`config.mk`:
```
export PLATFORM = sky130hd
export DESIGN_NAME = hill_cipher_encrypt_unit
export DESIGN_NICKNAME = d
export VERILOG_FILES = /design/src/rtl/core/hce_pkg.sv /design/src/rtl/core/hce_mac.sv /design/src/rtl/core/hill_cipher_encrypt_unit.sv
export SDC_FILE = /design/constraint.sdc
export NUM_CORES = 1
export LEC_CHECK = 0
export BUFFER_PORTS_ARGS = -buffer_cell sky130_fd_sc_hd__clkbuf_2
export CORE_ASPECT_RATIO = 1.75
export CORE_MARGIN = 2
export CORE_UTILIZATION = 50
export DETAILED_ROUTE_END_ITERATION = 10
export PLACE_DENSITY_LB_ADDON = 0.3
export SETUP_SLACK_MARGIN = 0.15
export SYNTH_ARGS = -nofsm -noshare
export SYNTH_HDL_FRONTEND = slang
export SYNTH_SLANG_ARGS = --single-unit
```
`constraint.sdc`:
```
create_clock -name clk -period 10 [get_ports clk]
set_clock_uncertainty 0.05 [all_clocks]
set_input_delay 2 -clock clk [delete_from_list [all_inputs] [get_ports clk]]
set_output_delay 2 -clock clk [all_outputs]
set_load 0.01 [all_outputs]
```
`src/rtl/core/hce_pkg.sv`:
```
// ----------------------------------------------------------------------------
// hce_pkg: shared types and constants for the Hill cipher encrypt unit
// Letter and key widths, modulus constants and the control bundle passed
// from the sequencer to the multiply-accumulate unit.
// ----------------------------------------------------------------------------
package hce_pkg;

    // Letter and key field widths
    localparam int LETTER_W = 5;
    localparam int KEY_W    = 5;
    localparam int KEY_ROWS = 4;
    localparam int ROW_W    = KEY_W * KEY_ROWS;   // 20-bit key row register
    localparam int CNT_W    = 3;                  // key_size, fill and emit counts
    localparam int POS_W    = 2;                  // row / column position in the matrix

    // Config port
    localparam int CFG_IDX_W = 3;
    localparam int CFG_DAT_W = ROW_W;
    localparam logic [CFG_IDX_W-1:0] CFG_KEY_SIZE = 3'd0;
    localparam logic [CFG_IDX_W-1:0] CFG_KEY_ROW0 = 3'd1;
    localparam logic [CFG_IDX_W-1:0] CFG_KEY_ROW3 = 3'd4;

    // Reset values
    localparam logic [CNT_W-1:0] KEY_SIZE_RST = 3'd2;

    // Default block size limit
    localparam int MAX_N_DEF = 4;

    // Accumulator: KEY_ROWS products of 31 * 31 fit in 12 bits
    localparam int ACC_W = 12;

    // Alphabet and padding
    localparam logic [LETTER_W-1:0] LETTER_COUNT = 5'd26;
    localparam logic [LETTER_W-1:0] PAD_LETTER   = 5'd23;   // 'x'

    // Reciprocal of 26 scaled by 2^16, rounded down: quotient is exact or one low
    localparam int RECIP_W  = 12;
    localparam logic [RECIP_W-1:0] RECIP_26 = 12'd2520;
    localparam int RECIP_SH = 16;
    localparam int QUOT_W   = 8;

    // Byte-padded stream data width
    localparam int TDATA_W = 8;

    // Sequencer to MAC control
    typedef struct packed {
        logic step;    // accumulate one product this cycle
        logic first;   // first product of a row: load instead of add
    } mac_ctrl_t;

endpackage

```
`src/rtl/core/hce_mac.sv`:
```
// ----------------------------------------------------------------------------
// hce_mac: shared multiply-accumulate and mod-26 reduction
// One 5x5 product per cycle is summed into the row accumulator while step is set;
// the residue of the accumulator is formed by reciprocal multiply and one correction.
// ----------------------------------------------------------------------------
module hce_mac
    import hce_pkg::*;
(
    input  logic                clk,
    input  mac_ctrl_t           ctrl,
    input  logic [KEY_W-1:0]    key_ent,
    input  logic [LETTER_W-1:0] letter,
    output logic [LETTER_W-1:0] residue
);

    logic [ACC_W-1:0]              acc_reg;
    logic [ACC_W-1:0]              acc_next;
    logic [2*KEY_W-1:0]            prod;
    logic [ACC_W+RECIP_W-1:0]      q_wide;
    logic [QUOT_W-1:0]             quot;
    logic [ACC_W-1:0]              quot_x26;
    logic [ACC_W-1:0]              rem_raw;

    // Product and accumulate
    assign prod = KEY_W'(key_ent) * LETTER_W'(letter);

    always_comb
    begin
        if (ctrl.first)
            acc_next = ACC_W'(prod);
        else
            acc_next = acc_reg + ACC_W'(prod);
    end

    always_ff @(posedge clk)
    begin
        if (ctrl.step)
            acc_reg <= acc_next;
    end

    // Residue mod 26: estimate quotient, subtract, correct once
    assign q_wide   = ACC_W'(acc_reg) * RECIP_26;
    assign quot     = q_wide[RECIP_SH +: QUOT_W];
    assign quot_x26 = (ACC_W'(quot) << 4) + (ACC_W'(quot) << 3) + (ACC_W'(quot) << 1);
    assign rem_raw  = acc_reg - quot_x26;

    always_comb
    begin
        if (rem_raw >= ACC_W'(LETTER_COUNT))
            residue = LETTER_W'(rem_raw - ACC_W'(LETTER_COUNT));
        else
            residue = LETTER_W'(rem_raw);
    end

endmodule

```
`src/rtl/core/hill_cipher_encrypt_unit.sv`:
```
// ----------------------------------------------------------------------------
// hill_cipher_encrypt_unit: Hill cipher encryption over letter indices 0..25
// Collects letters into blocks of key_size and multiplies each block by the
// configured key matrix, emitting one cipher letter per matrix row.
// ----------------------------------------------------------------------------
// A letter that does not complete a block is taken and the unit stays ready
// for the next one. A letter that completes a block (or carries tlast) starts
// the encryption: one shared multiply-accumulate unit forms each cipher
// letter over the n key columns of its row in ST_MAC (n = effective key_size),
// then the mod-26 reduction runs in ST_RED and the letter waits in the output
// register in ST_OUT until the downstream side takes the request. After the
// last letter of a block is taken, s_axis_tready stays low until the last
// cipher letter of that block is taken. A partial block at tlast is padded
// with 'x' and only the real letters are sent.
// Configuration must be written while idle.
// ----------------------------------------------------------------------------
module hill_cipher_encrypt_unit
    import hce_pkg::*;
#(
    parameter int MAX_N = MAX_N_DEF
)
(
    input  logic                 clk,
    input  logic                 rst_n,

    // Config write port
    input  logic                 cfg_we,
    input  logic [CFG_IDX_W-1:0] cfg_index,
    input  logic [CFG_DAT_W-1:0] cfg_data,

    // Plain letter stream
    input  logic                 s_axis_tvalid,
    output logic                 s_axis_tready,
    input  logic [TDATA_W-1:0]   s_axis_tdata,   // [4:0] plain_letter, [7:5] zero
    input  logic                 s_axis_tlast,   // message_end

    // Cipher letter stream
    output logic                 m_axis_tvalid,
    input  logic                 m_axis_tready,
    output logic [TDATA_W-1:0]   m_axis_tdata,   // [4:0] cipher_letter, [7:5] zero
    output logic                 m_axis_tlast    // run_last
);

    localparam int LIM   = (MAX_N < KEY_ROWS) ? MAX_N : KEY_ROWS;
    localparam int IDX_W = $clog2(MAX_N);

    localparam logic [1:0] ST_IDLE = 2'd0;
    localparam logic [1:0] ST_MAC  = 2'd1;
    localparam logic [1:0] ST_RED  = 2'd2;
    localparam logic [1:0] ST_OUT  = 2'd3;

    logic [CNT_W-1:0]    key_size_reg;
    logic [ROW_W-1:0]    key_row_reg [KEY_ROWS];
    logic [LETTER_W-1:0] block_reg [MAX_N];
    logic [CNT_W-1:0]    fill_reg;
    logic [CNT_W-1:0]    fill_next;
    logic [CNT_W-1:0]    emit_reg;
    logic [1:0]          state_reg;
    logic [1:0]          state_next;
    logic [POS_W-1:0]    row_reg;
    logic [POS_W-1:0]    col_reg;
    logic [LETTER_W-1:0] out_letter_reg;
    logic                out_last_reg;

    logic [CNT_W-1:0]    n_eff;
    logic [CNT_W-1:0]    fill_eff;
    logic [CNT_W-1:0]    fill_inc;
    logic                in_req;
    logic                out_req;
    logic                blk_go;
    logic [CNT_W-1:0]    blk_emit;
    logic                col_end;
    logic                row_end;
    logic [ROW_W-1:0]    sel_row;
    logic [KEY_W-1:0]    key_ent;
    logic [LETTER_W-1:0] mac_letter;
    logic [LETTER_W-1:0] residue;
    mac_ctrl_t           mac_ctrl;

    // Effective block size: 0 acts as 1, clamp to the limit
    always_comb
    begin
        if (key_size_reg == '0)
            n_eff = CNT_W'(1);
        else if (key_size_reg > CNT_W'(LIM))
            n_eff = CNT_W'(LIM);
        else
            n_eff = key_size_reg;
    end

    // Config registers
    always_ff @(posedge clk or negedge rst_n)
    begin
        if (!rst_n)
        begin
            key_size_reg <= KEY_SIZE_RST;
            for (int r = 0; r < KEY_ROWS; r++)
                key_row_reg[r] <= ROW_W'(1) << (KEY_W * r);
        end
        else if (cfg_we)
        begin
            if (cfg_index == CFG_KEY_SIZE)
                key_size_reg <= cfg_data[CNT_W-1:0];
            else if (cfg_index >= CFG_KEY_ROW0 && cfg_index <= CFG_KEY_ROW3)
                key_row_reg[POS_W'(cfg_index - CFG_KEY_ROW0)] <= cfg_data;
        end
    end

    // Handshakes
    assign s_axis_tready = (state_reg == ST_IDLE);
    assign m_axis_tvalid = (state_reg == ST_OUT);
    assign in_req        = s_axis_tvalid && s_axis_tready;
    assign out_req       = m_axis_tvalid && m_axis_tready;

    // Block fill and emit decision
    assign fill_eff = (fill_reg >= n_eff) ? '0 : fill_reg;
    assign fill_inc = fill_eff + CNT_W'(1);

    always_comb
    begin
        blk_go    = 1'b0;
        blk_emit  = n_eff;
        fill_next = fill_reg;
        if (in_req)
        begin
            if (fill_inc >= n_eff)
            begin
                blk_go    = 1'b1;
                blk_emit  = n_eff;
                fill_next = '0;
            end
            else if (s_axis_tlast)
            begin
                blk_go    = 1'b1;
                blk_emit  = fill_inc;
                fill_next = '0;
            end
            else
                fill_next = fill_inc;
        end
    end

    // Letter store
    always_ff @(posedge clk)
    begin
        if (in_req)
            block_reg[IDX_W'(fill_eff)] <= s_axis_tdata[LETTER_W-1:0];
    end

    // Matrix position
    assign col_end = ({1'b0, col_reg} == n_eff - CNT_W'(1));
    assign row_end = ({1'b0, row_reg} == emit_reg - CNT_W'(1));

    // Sequencer
    always_comb
    begin
        state_next = state_reg;
        case (state_reg)
            ST_IDLE:
                if (blk_go)
                    state_next = ST_MAC;
            ST_MAC:
                if (col_end)
                    state_next = ST_RED;
            ST_RED:
                state_next = ST_OUT;
            ST_OUT:
                if (out_req)
                    state_next = row_end ? ST_IDLE : ST_MAC;
            default:
                state_next = ST_IDLE;
        endcase
    end

    always_ff @(posedge clk or negedge rst_n)
    begin
        if (!rst_n)
        begin
            state_reg <= ST_IDLE;
            fill_reg  <= '0;
            emit_reg  <= '0;
            row_reg   <= '0;
            col_reg   <= '0;
        end
        else
        begin
            state_reg <= state_next;
            fill_reg  <= fill_next;
            if (blk_go)
            begin
                emit_reg <= blk_emit;
                row_reg  <= '0;
                col_reg  <= '0;
            end
            else if (state_reg == ST_MAC)
                col_reg <= col_end ? '0 : col_reg + POS_W'(1);
            else if (out_req && !row_end)
                row_reg <= row_reg + POS_W'(1);
        end
    end

    // Operand select: key entry and letter, padding past the real letters
    assign sel_row = key_row_reg[row_reg];
    assign key_ent = sel_row[KEY_W*int'(col_reg) +: KEY_W];

    always_comb
    begin
        if ({1'b0, col_reg} >= emit_reg)
            mac_letter = PAD_LETTER;
        else
            mac_letter = block_reg[IDX_W'(col_reg)];
    end

    assign mac_ctrl.step  = (state_reg == ST_MAC);
    assign mac_ctrl.first = (col_reg == '0);

    hce_mac u_mac
    (
        .clk     (clk),
        .ctrl    (mac_ctrl),
        .key_ent (key_ent),
        .letter  (mac_letter),
        .residue (residue)
    );

    // Output register
    always_ff @(posedge clk)
    begin
        if (state_reg == ST_RED)
        begin
            out_letter_reg <= residue;
            out_last_reg   <= row_end;
        end
    end

    assign m_axis_tdata = {{(TDATA_W-LETTER_W){1'b0}}, out_letter_reg};
    assign m_axis_tlast = out_last_reg;

    // Checks
    a_out_blocks_in: assert property (@(posedge clk) disable iff (!rst_n)
        m_axis_tvalid |-> !s_axis_tready)
        else $error("input ready while a result is pending");

    a_letter_range: assert property (@(posedge clk) disable iff (!rst_n)
        m_axis_tvalid |-> (out_letter_reg < LETTER_COUNT))
        else $error("cipher letter out of range");

    a_fill_bound: assert property (@(posedge clk) disable iff (!rst_n)
        fill_reg <= CNT_W'(LIM))
        else $error("fill count past block limit");

    a_row_bound: assert property (@(posedge clk) disable iff (!rst_n)
        (state_reg == ST_MAC) |-> ({1'b0, row_reg} < emit_reg))
        else $error("row beyond emit count");

    a_last_to_idle: assert property (@(posedge clk) disable iff (!rst_n)
        (out_req && m_axis_tlast) |=> s_axis_tready)
        else $error("not idle after last result");

endmodule

```
==> results of run 1 <==
[worst max-delay path by stage]
stage | endpoint | slack [ns] | depth (start not counted)
floorplan | out_letter_reg[4] | 2.50 | 29
global placement | out_letter_reg[4] | 1.79 | 29
detailed placement | out_letter_reg[4] | 1.68 | 29
CTS | out_letter_reg[4] | 1.65 | 29
global route | out_letter_reg[4] | 1.07 | 29
finish | out_letter_reg[4] | 1.68 | 29
[per-stage QoR]
| stage | std cells | cell area (um^2) |
|---|---|---|
| final | 1188 | 11300 |
| after global routing | 1188 | 11300 |
| after CTS | 1188 | 11300 |
| after detailed placement | 1156 | 10700 |
| after global placement | 1156 | 10700 |
| after floorplan | 882 | 10200 |
[synth_stat cells, types with 6 or more instances]
cell type / count
sky130_fd_sc_hd__a21oi_1: 29
sky130_fd_sc_hd__mux4_2: 30
sky130_fd_sc_hd__inv_1: 142
sky130_fd_sc_hd__clkbuf_1: 12
sky130_fd_sc_hd__dfrtp_1: 90
sky130_fd_sc_hd__ha_1: 113
sky130_fd_sc_hd__xor2_1: 10
sky130_fd_sc_hd__nor2b_1: 13
sky130_fd_sc_hd__o21ai_0: 35
sky130_fd_sc_hd__a31oi_1: 6
sky130_fd_sc_hd__edfxtp_1: 38
sky130_fd_sc_hd__o21bai_1: 7
sky130_fd_sc_hd__nor2_1: 24
sky130_fd_sc_hd__buf_2: 6
sky130_fd_sc_hd__mux2_2: 83
sky130_fd_sc_hd__xnor2_1: 26
sky130_fd_sc_hd__nand3_1: 6
sky130_fd_sc_hd__and2_1: 8
sky130_fd_sc_hd__nand2_1: 45
sky130_fd_sc_hd__and3_1: 6
sky130_fd_sc_hd__a21o_1: 9
sky130_fd_sc_hd__nor3_1: 12
sky130_fd_sc_hd__fa_1: 57
[worst reg2reg max path, delay by kind of cell (launching register included)]
family | cells | cell delay (ns)
AND/OR/NAND/NOR | 3 | 0.64
AO/OA/AOI/OAI | 11 | 2.50
adder cells (fa/ha/maj) | 8 | 3.71
buffers and inverters | 6 | 0.41
XOR/XNOR | 1 | 0.17
flip-flops | 1 | 0.56
[metal layers]
layer	part of all wire, %	track usage, %
met1	34	19.0
met3	2.5	3.30
met4	4.0	9.64
met2	59	43.0
met5	0	0
[cell type report]
type                            instances  area [um^2]
Sequential cell                       133         3520
Clock buffer                           18          450
Inverter                              144          541
Multi-Input combinational cell        583         6020
Timing Repair Buffer                   48          260
Tap cell                              248          310
Fill cell                            1717         8820
Clock inverter                         14          186
[logic make-up (layout without fill, tap and decap cells)]
| group | count (synthesis) | in the layout | share of synthesized area, % |
|---|---|---|---|
| buffers and inverters | 166 | 224 | 6.32 |
| AO/OA/AOI/OAI | 121 | 121 | 7.94 |
| flip-flops | 133 | 133 | 34.7 |
| multiplexers | 116 | 116 | 16.1 |
| XOR/XNOR | 36 | 36 | 3.10 |
| adder cells (fa/ha/maj) | 170 | 170 | 25.1 |
| other | 1 | 3 | 0.0369 |
| AND/OR/NAND/NOR | 137 | 137 | 6.68 |
==> results summary, run 1 <==
The largest total area in the synthesized netlist belongs to sky130_fd_sc_hd__dfrtp_1. In this run the clock root is driven by a sky130_fd_sc_hd__clkbuf_16. For this run, the slowest stage of the critical path takes 0.56 ns. Entering global routing, the biggest net connects 66 pins. For the worst setup path, the data arrival time is 8.44 ns. Routability-driven placement finished with a final weighted congestion of 0.808. The register with the most flip-flops in the layout has 80 of them.

In this run the mean area of a mapped cell was 11.6 um^2. After layout, the worst path uses 83.2% of the clock period. In the layout the commonest cells are 142 x sky130_fd_sc_hd__inv_1, 113 x sky130_fd_sc_hd__ha_1, 90 x sky130_fd_sc_hd__dfrtp_1. The setup fix buffers added after clock tree synthesis came out at 0.

Before antenna repair, the detailed router went through 6 iterations. In this run the deepest clock path goes through 2 buffers. The post-cts resize count came out at 0. The startpoint of the lowest-slack hold path is key_row_reg[26].

The count of H-tree levels built during CTS came out at 4. The cell area after synthesis came out at 10200 um^2. The half-perimeter wire length after detailed placement came out at 16100 um. TritonCTS built the clock tree. The minimum setup slack among reg-to-reg paths is 1.68 ns. The path with the worst hold slack has its endpoint at key_row_reg[26]. At the end of the flow, the number of nets in the layout was 1134. The floorplan die area is 21500 um^2. The initial core utilization is 50.6%. The clock input transition at the sequential cells of the worst setup and hold paths came out at 0.07 ns.

The routed design has 20400 um of wire. Measured along the x axis, the die boundary spans 112 um. The number of global-route vias before repair came out at 7335.

Counting flops with a built-in enable in the synthesized netlist gives 38. Buffers placed on the I/O ports in this run total 41. After layout, the minimum clock period comes to 8.32 ns. The setup slack of the critical path after layout came out at 1.68 ns. The final max-slew violation count is 0. Among all flip-flop cells after synthesis, the most frequent one is sky130_fd_sc_hd__dfrtp_1. 48 I/O pins were placed.

The critical path class is reg -> reg. The number of instances on the worst hold path is 1. The area growth from synthesis to layout came out at 11.0%. Counting the buffers created by CTS gives 17. In this run the worst path has a maximum fanout of 7.

The critical path starts at u_mac.acc_reg[5]. The remaining global-route overflow is 0. The headroom to the max-slew limit came out at 46.2%. Prior to clock tree synthesis, the placed netlist has a worst setup slack of 1.68 ns. The number of max-capacitance violations reported is 0.

The cell family contributing the most delay on the critical path is adder cells. Among all stages on the critical path, the largest delay is contributed by sky130_fd_sc_hd__edfxtp_1. The final cell utilization of the core is 56.1%. Sequential cells were found to cover 34.7% of the synthesized design area. The cell count after synthesis came out at 880.

The first-iteration detailed-routing DRC count is 183. In this run the critical register-to-register path is launched from u_mac.acc_reg[5]. The chip height is 193 um.

The kind of path behind the tightest hold check is reg -> reg. After floorplanning, the core was divided into 69 placement rows. The run finished with clean final reports. STA puts the critical path data required time at 10.12 ns. The fraction of synthesis flops using an asynchronous set or reset pin is 71.4%. The vias per cell is 5.49. The average wire per cell in the routed design is 17.2 um. For the pin with the worst max-slew slack, the measured transition is 0.807 ns. The number of sinks handled by clock tree synthesis is 133. The launching element type of the critical path is a flop. The post-route netlist has 23.1% of its cells at a drive strength greater than 1. The critical path contains buffers and inverters numbering 6 combined. The destination of the worst register-to-register timing path is out_letter_reg[4].

Setup repair after global routing left no endpoint under its margin. Leaving out fill and tap cells, the most frequent cell in the layout is sky130_fd_sc_hd__inv_1. The number of buffers added to fix hold violations after cts came out at 0. The number of register bits inferred by synthesis is 133. The total area inside the core boundary comes to 20100 um^2. The number of failing hold endpoints at the final stage came out at 0.

The worst reg2reg path depth came out at 29. The number of nets still failing antenna checks after routing came out at 0. The setup TNS came out at 0 ns. The initial antenna violation count came to 0. Yosys printed 0 warnings. The minimum hold slack is 0.452 ns. The total number of vias came out at 6522. In the post-synthesis netlist, the biggest area contributors are sky130_fd_sc_hd__dfrtp_1 22%, sky130_fd_sc_hd__ha_1 14%, sky130_fd_sc_hd__fa_1 11%, sky130_fd_sc_hd__edfxtp_1 11%, sky130_fd_sc_hd__mux2_2 9.2%. The endpoint class of the critical path is a flop.

The top-area cell type share of the netlist area came out at 22.1%. The first global-routing pass estimated 34700 um of wire. The highest clock frequency the design can meet is 0.120 GHz. The clock latency on the worst-skew pair came out at 0.43 ns. The count of antenna diodes in the layout is 0. Across every metal layer, demand over resource in global routing totals 20.7%.

The synthesized netlist contains 67 unique library cells. The final setup violation count came out at 0. The DRC violations left is 0.
Power of run 1 is not shown: default switching activity piles up to over one toggle a cycle in this logic, so the estimate is an artifact.
==> run 2, diff against run 1 <==
Clock period 10 ns to 7.9 ns, I/O delays scaled along.
==> results summary, run 2 (synthesized netlist as in run 1, its figures left out) <==
Setup repair after global routing missed its margin: false (unchanged). The routability congestion estimate came out at 0.854 (was 0.808). The die width is 112 um (unchanged). The critical path class is reg -> reg (unchanged). The number of max-capacitance violations reported is 0 (unchanged). The number of buffers added to fix hold violations after cts came out at 0 (unchanged). The met2 usage is 42.3% (was 43.0%). The transition at the pin with the smallest max-transition slack came out at 1.14 ns (was 0.807 ns). The clock latency on the worst-skew pair is 0.43 ns (about the same). The count of antenna diodes in the layout came to 0 (unchanged).

The endpoint class of the critical path is a flop (unchanged). The core region area is 20100 um^2 (unchanged). The initial antenna violation count came out at 0 (unchanged). The quantity of I/O buffers inserted on ports is 41 (unchanged).

The DRC violations left was 0 (unchanged). The met3 capacity usage during global routing is 4.15% (was 3.30%). The capturing element of the worst setup path is out_letter_reg[4] (unchanged).

The reg-to-reg startpoint is u_mac.acc_reg[4] (was u_mac.acc_reg[5]). The kind of path behind the tightest hold check is reg -> reg (unchanged). The highest clock frequency the design can meet came out at 0.132 GHz (was 0.120 GHz). Result of the run: complete, no violations (unchanged). The cell chosen for the clock root is sky130_fd_sc_hd__clkbuf_16 (unchanged).

The overall fraction of global-route tracks in use came to 20.4% (was 20.7%). Most frequent cells in the layout: 138 x sky130_fd_sc_hd__inv_1, 106 x sky130_fd_sc_hd__ha_1, 90 x sky130_fd_sc_hd__dfrtp_1 (was 142 x sky130_fd_sc_hd__inv_1, 113 x sky130_fd_sc_hd__ha_1, 90 x sky130_fd_sc_hd__dfrtp_1). The TritonCTS clock tree is done (unchanged). The fraction of the cycle the final worst path needs came out at 95.9% (was 83.2%).

The clock input transition at the sequential cells of the worst setup and hold paths came out at 0.06 ns (was 0.07 ns). The number of flip-flops under the largest register name came out at 80 (unchanged). The worst-path maximum fanout came out at 5 (was 7). The destination of the worst register-to-register timing path was out_letter_reg[4] (unchanged). The area occupied by multi-input gates came out at 6210 um^2 (was 6020 um^2).

The headroom to the max-slew limit is 23.7% (was 46.2%). The average wire per cell in the routed design came to 17.0 um (was 17.2 um). The routing layer with the top usage in global route is met2 (unchanged). The arrival time of data at the critical path endpoint is 7.70 ns (was 8.44 ns). The met1 layer usage reported by global route came out at 18.6% (was 19.0%). In this design, the critical path's most frequently occurring cell is sky130_fd_sc_hd__fa_1. The longest individual stage delay on the worst path is 0.54 ns (was 0.56 ns). The first-iteration detailed-routing DRC count is 172 (was 183). The number of top-level pins was 48 (unchanged). The worst reg2reg path depth came to 28 (was 29). The number of detailed-route iterations in the first pass is 5 (was 6). The clock tree buffer depth was 2 (unchanged). The area of all sequential standard cells is 3520 um^2 (unchanged). The final layout net count came to 1175 (was 1134). The filler cell count in the final layout came out at 1671 (was 1717). The number of failing hold endpoints at the final stage came out at 0 (unchanged). The minimum period implied by the final worst setup slack came out at 7.57 ns (was 8.32 ns). The count of H-tree levels built during CTS came out at 4 (unchanged). The top cell family by delay on the critical path is adder cells (unchanged). The minimum setup slack among reg-to-reg paths came to 0.33 ns (was 1.68 ns). The overall routed net length is 20900 um (was 20400 um). The launching element type of the critical path is a flop (unchanged). The half-perimeter wire length after detailed placement is 16200 um (was 16100 um). The remaining global-route overflow is 0 (unchanged). The area growth from synthesis to layout came to 15.5% (was 11.0%). The number of nets still failing antenna checks after routing is 0 (unchanged).

The number of global-route vias before repair was 7176 (was 7335). The maximum number of pins on one net before global-route repair came out at 79 (was 66). The wire length of the first global-routing pass is 33900 um (was 34700 um). The floorplan die area was 21500 um^2 (unchanged).

The number of buffer and inverter instances along the worst setup path came out at 5 (was 6). The launching element of the worst setup path is u_mac.acc_reg[4] (was u_mac.acc_reg[5]). The setup TNS came out at 0 ns (unchanged). The required time at the worst-slack endpoint is 8.02 ns (was 10.12 ns). The fraction of final layout cells with drive strength greater than 1 came out at 29.0% (was 23.1%).

The vias per cell is 5.47 (was 5.49). The number of sinks handled by clock tree synthesis came out at 133 (unchanged). The initial core utilization came to 50.6% (unchanged). The chip height was 193 um (unchanged). The total CTS buffers came out at 17 (unchanged). The area after detailed placement is 10800 um^2 (was 10700 um^2). The final setup violation count is 0 (unchanged). The number of placement rows is 69 (unchanged). The commonest non-fill, non-tap cell in the layout is sky130_fd_sc_hd__inv_1 (unchanged).

The logic depth of the worst path, buffers included came to 28 (was 29). The total number of vias is 6717 (was 6522). The slowest library cell on the worst path is sky130_fd_sc_hd__fa_1 (was sky130_fd_sc_hd__edfxtp_1). The final max-slew violation count was 0 (unchanged).

The post-route cell area came out at 11700 um^2 (was 11300 um^2).
[run 2: cell types whose count changed in the layout (fill, tap and decap cells not counted), sizes merged]
cell      previous run  this run
buf                  8        49
bufinv               3         1
clkbuf              58        65
clkinvlp             1         0
inv                149       145
[run 2: worst reg2reg max path: cells and delay by family, from the launching register on]
kind / cells / cell delay (ns)
buffers and inverters: 5 / 0.40
XOR/XNOR: 1 / 0.12
flip-flops: 1 / 0.51
AND/OR/NAND/NOR: 3 / 0.50
adder cells (fa/ha/maj): 8 / 3.35
AO/OA/AOI/OAI: 11 / 2.38
[run 2: how the worst min path moves through the flow]
stage / end / slack (ns) / from / cells past startpoint
4_1_cts: key_row_reg[27] / 0.45 / key_row_reg[27] / 1
3_3_place_gp: key_row_reg[20] / 0.43 / key_row_reg[20] / 1
3_5_place_dp: key_row_reg[27] / 0.44 / key_row_reg[27] / 1
6_report: key_row_reg[27] / 0.45 / key_row_reg[27] / 1
2_1_floorplan: fill_reg[0] / 0.42 / fill_reg[0] / 2
5_1_grt: key_row_reg[9] / 0.46 / key_row_reg[9] / 1
[run 2: routing by layer]
| metal | vias to the layer above | routed length [um] |
|---|---|---|
| li1 | 3215 | - |
| met1 | 3344 | 7310 |
| met2 | 115 | 12400 |
| met3 | 43 | 547 |
| met4 | 0 | 709 |
| met5 | - | 0 |
[run 2: final cells by class]
class / instances / area share (%)
Tap cell: 248 / 2.64
Clock buffer: 25 / 4.31
Clock inverter: 7 / 0.586
Timing Repair Buffer: 89 / 4.93
Multi-Input combinational cell: 583 / 52.9
Sequential cell: 133 / 30.0
Inverter: 144 / 4.60
[run 2: through the flow]
stage	util, %	setup WS (ns)	instances	hold WS, ns
floorplan	-	0.400	882	0.421
global placement	53.5	0.114	1171	0.433
detailed placement	53.5	0.0580	1171	0.440
CTS	56.5	0.151	1204	0.453
global route	58.4	0.0718	1229	0.464
finish	58.4	0.326	1229	0.449
[run 2: repair_timing]
item / 4_1_cts / 5_1_grt
resized for setup: 1 / 38
gates cloned: 0 / 0
pin swaps: 1 / 25
buffers inserted: 1 / 25
endpoints found under the setup margin: 4 / 4
Power of run 2 is left out for the same reason.
==> run 3, diff against run 2 <==
Settings changed: CTS_BUF_LIST set to sky130_fd_sc_hd__clkbuf_8.
==> results summary, run 3 (synthesized netlist as in run 1, its figures left out) <==
Result of the run: complete, no violations (unchanged). The number of global-route vias before repair came out at 7184 (was 7176). The TritonCTS clock tree was done (unchanged).

The number of nets still failing antenna checks after routing came out at 0 (unchanged). The area growth from synthesis to layout is 13.5% (was 15.5%). The half-perimeter wire length after detailed placement came to 16200 um (unchanged).

The number of buffers added to fix hold violations after cts came out at 0 (unchanged). The number of top-level pins came out at 48 (unchanged). The logic depth of the worst path, buffers included came to 28 (unchanged).

The worst reg2reg path depth came out at 28 (unchanged). The number of flip-flops under the largest register name was 80 (unchanged). The fraction of final layout cells with drive strength greater than 1 is 28.7% (was 29.0%). The first-iteration detailed-routing DRC count is 146 (was 172). The count of placed standard cells including taps came out at 1171 (unchanged).

The count of H-tree levels built during CTS is 4 (unchanged). The transition at the pin with the smallest max-transition slack came out at 1.15 ns (was 1.14 ns). The highest clock frequency the design can meet came out at 0.132 GHz (about the same).

The minimum hold slack came out at 0.452 ns (was 0.449 ns). The fraction of the cycle the final worst path needs is 95.6% (was 95.9%). The floorplan die area was 21500 um^2 (unchanged). The clock latency on the worst-skew pair came out at 0.45 ns (was 0.43 ns). The worst-path maximum fanout is 5 (unchanged).

The minimum period implied by the final worst setup slack came to 7.55 ns (was 7.57 ns). The remaining global-route overflow was 0 (unchanged). The critical path class was reg -> reg (unchanged). The endpoint class of the critical path was a flop (unchanged). The launching element type of the critical path is a flop (unchanged). The final setup violation count came out at 0 (unchanged).

The routability congestion estimate came out at 0.854 (unchanged). The vias per cell was 5.46 (was 5.47). The initial antenna violation count came to 0 (unchanged). The number of detailed-route iterations in the first pass is 5 (unchanged). The number of sinks handled by clock tree synthesis came out at 133 (unchanged).

The overall routed net length is 20700 um (was 20900 um). The final max-slew violation count was 0 (unchanged). The wire length of the first global-routing pass came out at 33700 um (was 33900 um). The cell repeated most along the worst path is sky130_fd_sc_hd__fa_1 (unchanged). The chip height was 193 um (unchanged). The number of placement rows came out at 69 (unchanged). The final layout net count was 1173 (was 1175). The number of failing hold endpoints at the final stage came out at 0 (unchanged). The final cell utilization of the core came out at 57.4% (was 58.4%).

The clock input transition at the sequential cells of the worst setup and hold paths came out at 0.08 ns (was 0.06 ns). The kind of path behind the tightest hold check is reg -> reg (unchanged). The arrival time of data at the critical path endpoint is 7.70 ns (about the same). The number of standard cells in the layout, taps in and fillers out is 1227 (was 1229).

The commonest non-fill, non-tap cell in the layout is sky130_fd_sc_hd__inv_1 (unchanged). The slowest library cell on the worst path was sky130_fd_sc_hd__fa_1 (unchanged). The DRC violations left came out at 0 (unchanged).

The required time at the worst-slack endpoint is 8.05 ns (was 8.02 ns). The overall fraction of global-route tracks in use came out at 20.2% (was 20.4%). The number of max-capacitance violations reported was 0 (unchanged). Most frequent cells in the layout: 142 x sky130_fd_sc_hd__inv_1, 106 x sky130_fd_sc_hd__ha_1, 90 x sky130_fd_sc_hd__dfrtp_1 (was 138 x sky130_fd_sc_hd__inv_1, 106 x sky130_fd_sc_hd__ha_1, 90 x sky130_fd_sc_hd__dfrtp_1). The headroom to the max-slew limit came out at 23.3% (was 23.7%).

The number of instances on the worst hold path came out at 1 (unchanged). The die width is 112 um (unchanged). The clock tree buffer depth is 2 (unchanged).

The total number of vias is 6696 (was 6717). The setup TNS was 0 ns (unchanged). The top cell family by delay on the critical path is adder cells (unchanged).

The total CTS buffers is 17 (unchanged). The count of antenna diodes in the layout came to 0 (unchanged). The cell chosen for the clock root is sky130_fd_sc_hd__clkbuf_8 (was sky130_fd_sc_hd__clkbuf_16). Setup repair after global routing missed its margin: false (unchanged). The longest individual stage delay on the worst path is 0.54 ns (about the same). The initial core utilization came out at 50.6% (unchanged). The number of buffer and inverter instances along the worst setup path is 5 (unchanged). The average wire per cell in the routed design came to 16.9 um (was 17.0 um). The quantity of I/O buffers inserted on ports came out at 41 (unchanged).

The core region area is 20100 um^2 (unchanged). The maximum number of pins on one net before global-route repair is 79 (unchanged).
==> run 3: worst paths after layout <==
path / startpoint / slack (ns) / to
min reg2reg: key_row_reg[27] / 0.45 / key_row_reg[27]
max reg2reg: u_mac.acc_reg[4] / 0.35 / out_letter_reg[4]
min in group asynchronous: rst_n / 0.94 / state_reg[0]
min: key_row_reg[27] / 0.45 / key_row_reg[27]
max: u_mac.acc_reg[4] / 0.35 / out_letter_reg[4]
max in group asynchronous: rst_n / 5.59 / key_row_reg[72]
==> run 3: final cells by class <==
type                            instances  area [um^2]
Clock buffer                           20          275
Tap cell                              248          310
Sequential cell                       133         3520
Fill cell                            1707         8580
Clock inverter                         12          114
Inverter                              144          541
Multi-Input combinational cell        583         6210
Timing Repair Buffer                   87          564
==> run 3: per-layer routing <==
metal | GRT usage (%) | vias to the layer above | wire (um)
met5 | 0 | - | 0
met3 | 3.74 | 38 | 470
met2 | 41.8 | 104 | 12300
met4 | 8.55 | 0 | 685
li1 | - | 3207 | -
met1 | 18.6 | 3347 | 7260
==> run 3: worst register-to-register path: cells and delay by family, from the launching register on <==
| kind | cells | cell delay (ns) |
|---|---|---|
| buffers and inverters | 5 | 0.40 |
| adder cells (fa/ha/maj) | 8 | 3.35 |
| XOR/XNOR | 1 | 0.12 |
| AO/OA/AOI/OAI | 11 | 2.37 |
| AND/OR/NAND/NOR | 3 | 0.50 |
| flip-flops | 1 | 0.51 |
==> run 3: timing repair <==
| action | CTS | global route |
|---|---|---|
| pin swaps | 1 | 23 |
| buffers inserted | 1 | 23 |
| gates resized for setup | 1 | 37 |
| endpoints found under the hold margin | 0 | 0 |
| setup endpoints to repair | 3 | 4 |
==> run 3: through the flow <==
| stage | worst slack, ns | instance area, um^2 |
|---|---|---|
| 3_3_place_gp | 0.114 | 10800 |
| 6_report | 0.349 | 11500 |
| 4_1_cts | 0.164 | 11200 |
| 3_5_place_dp | 0.0580 | 10800 |
| 2_1_floorplan | 0.400 | 10200 |
| 5_1_grt | 0.0730 | 11500 |
Power of run 3 is left out for the same reason.
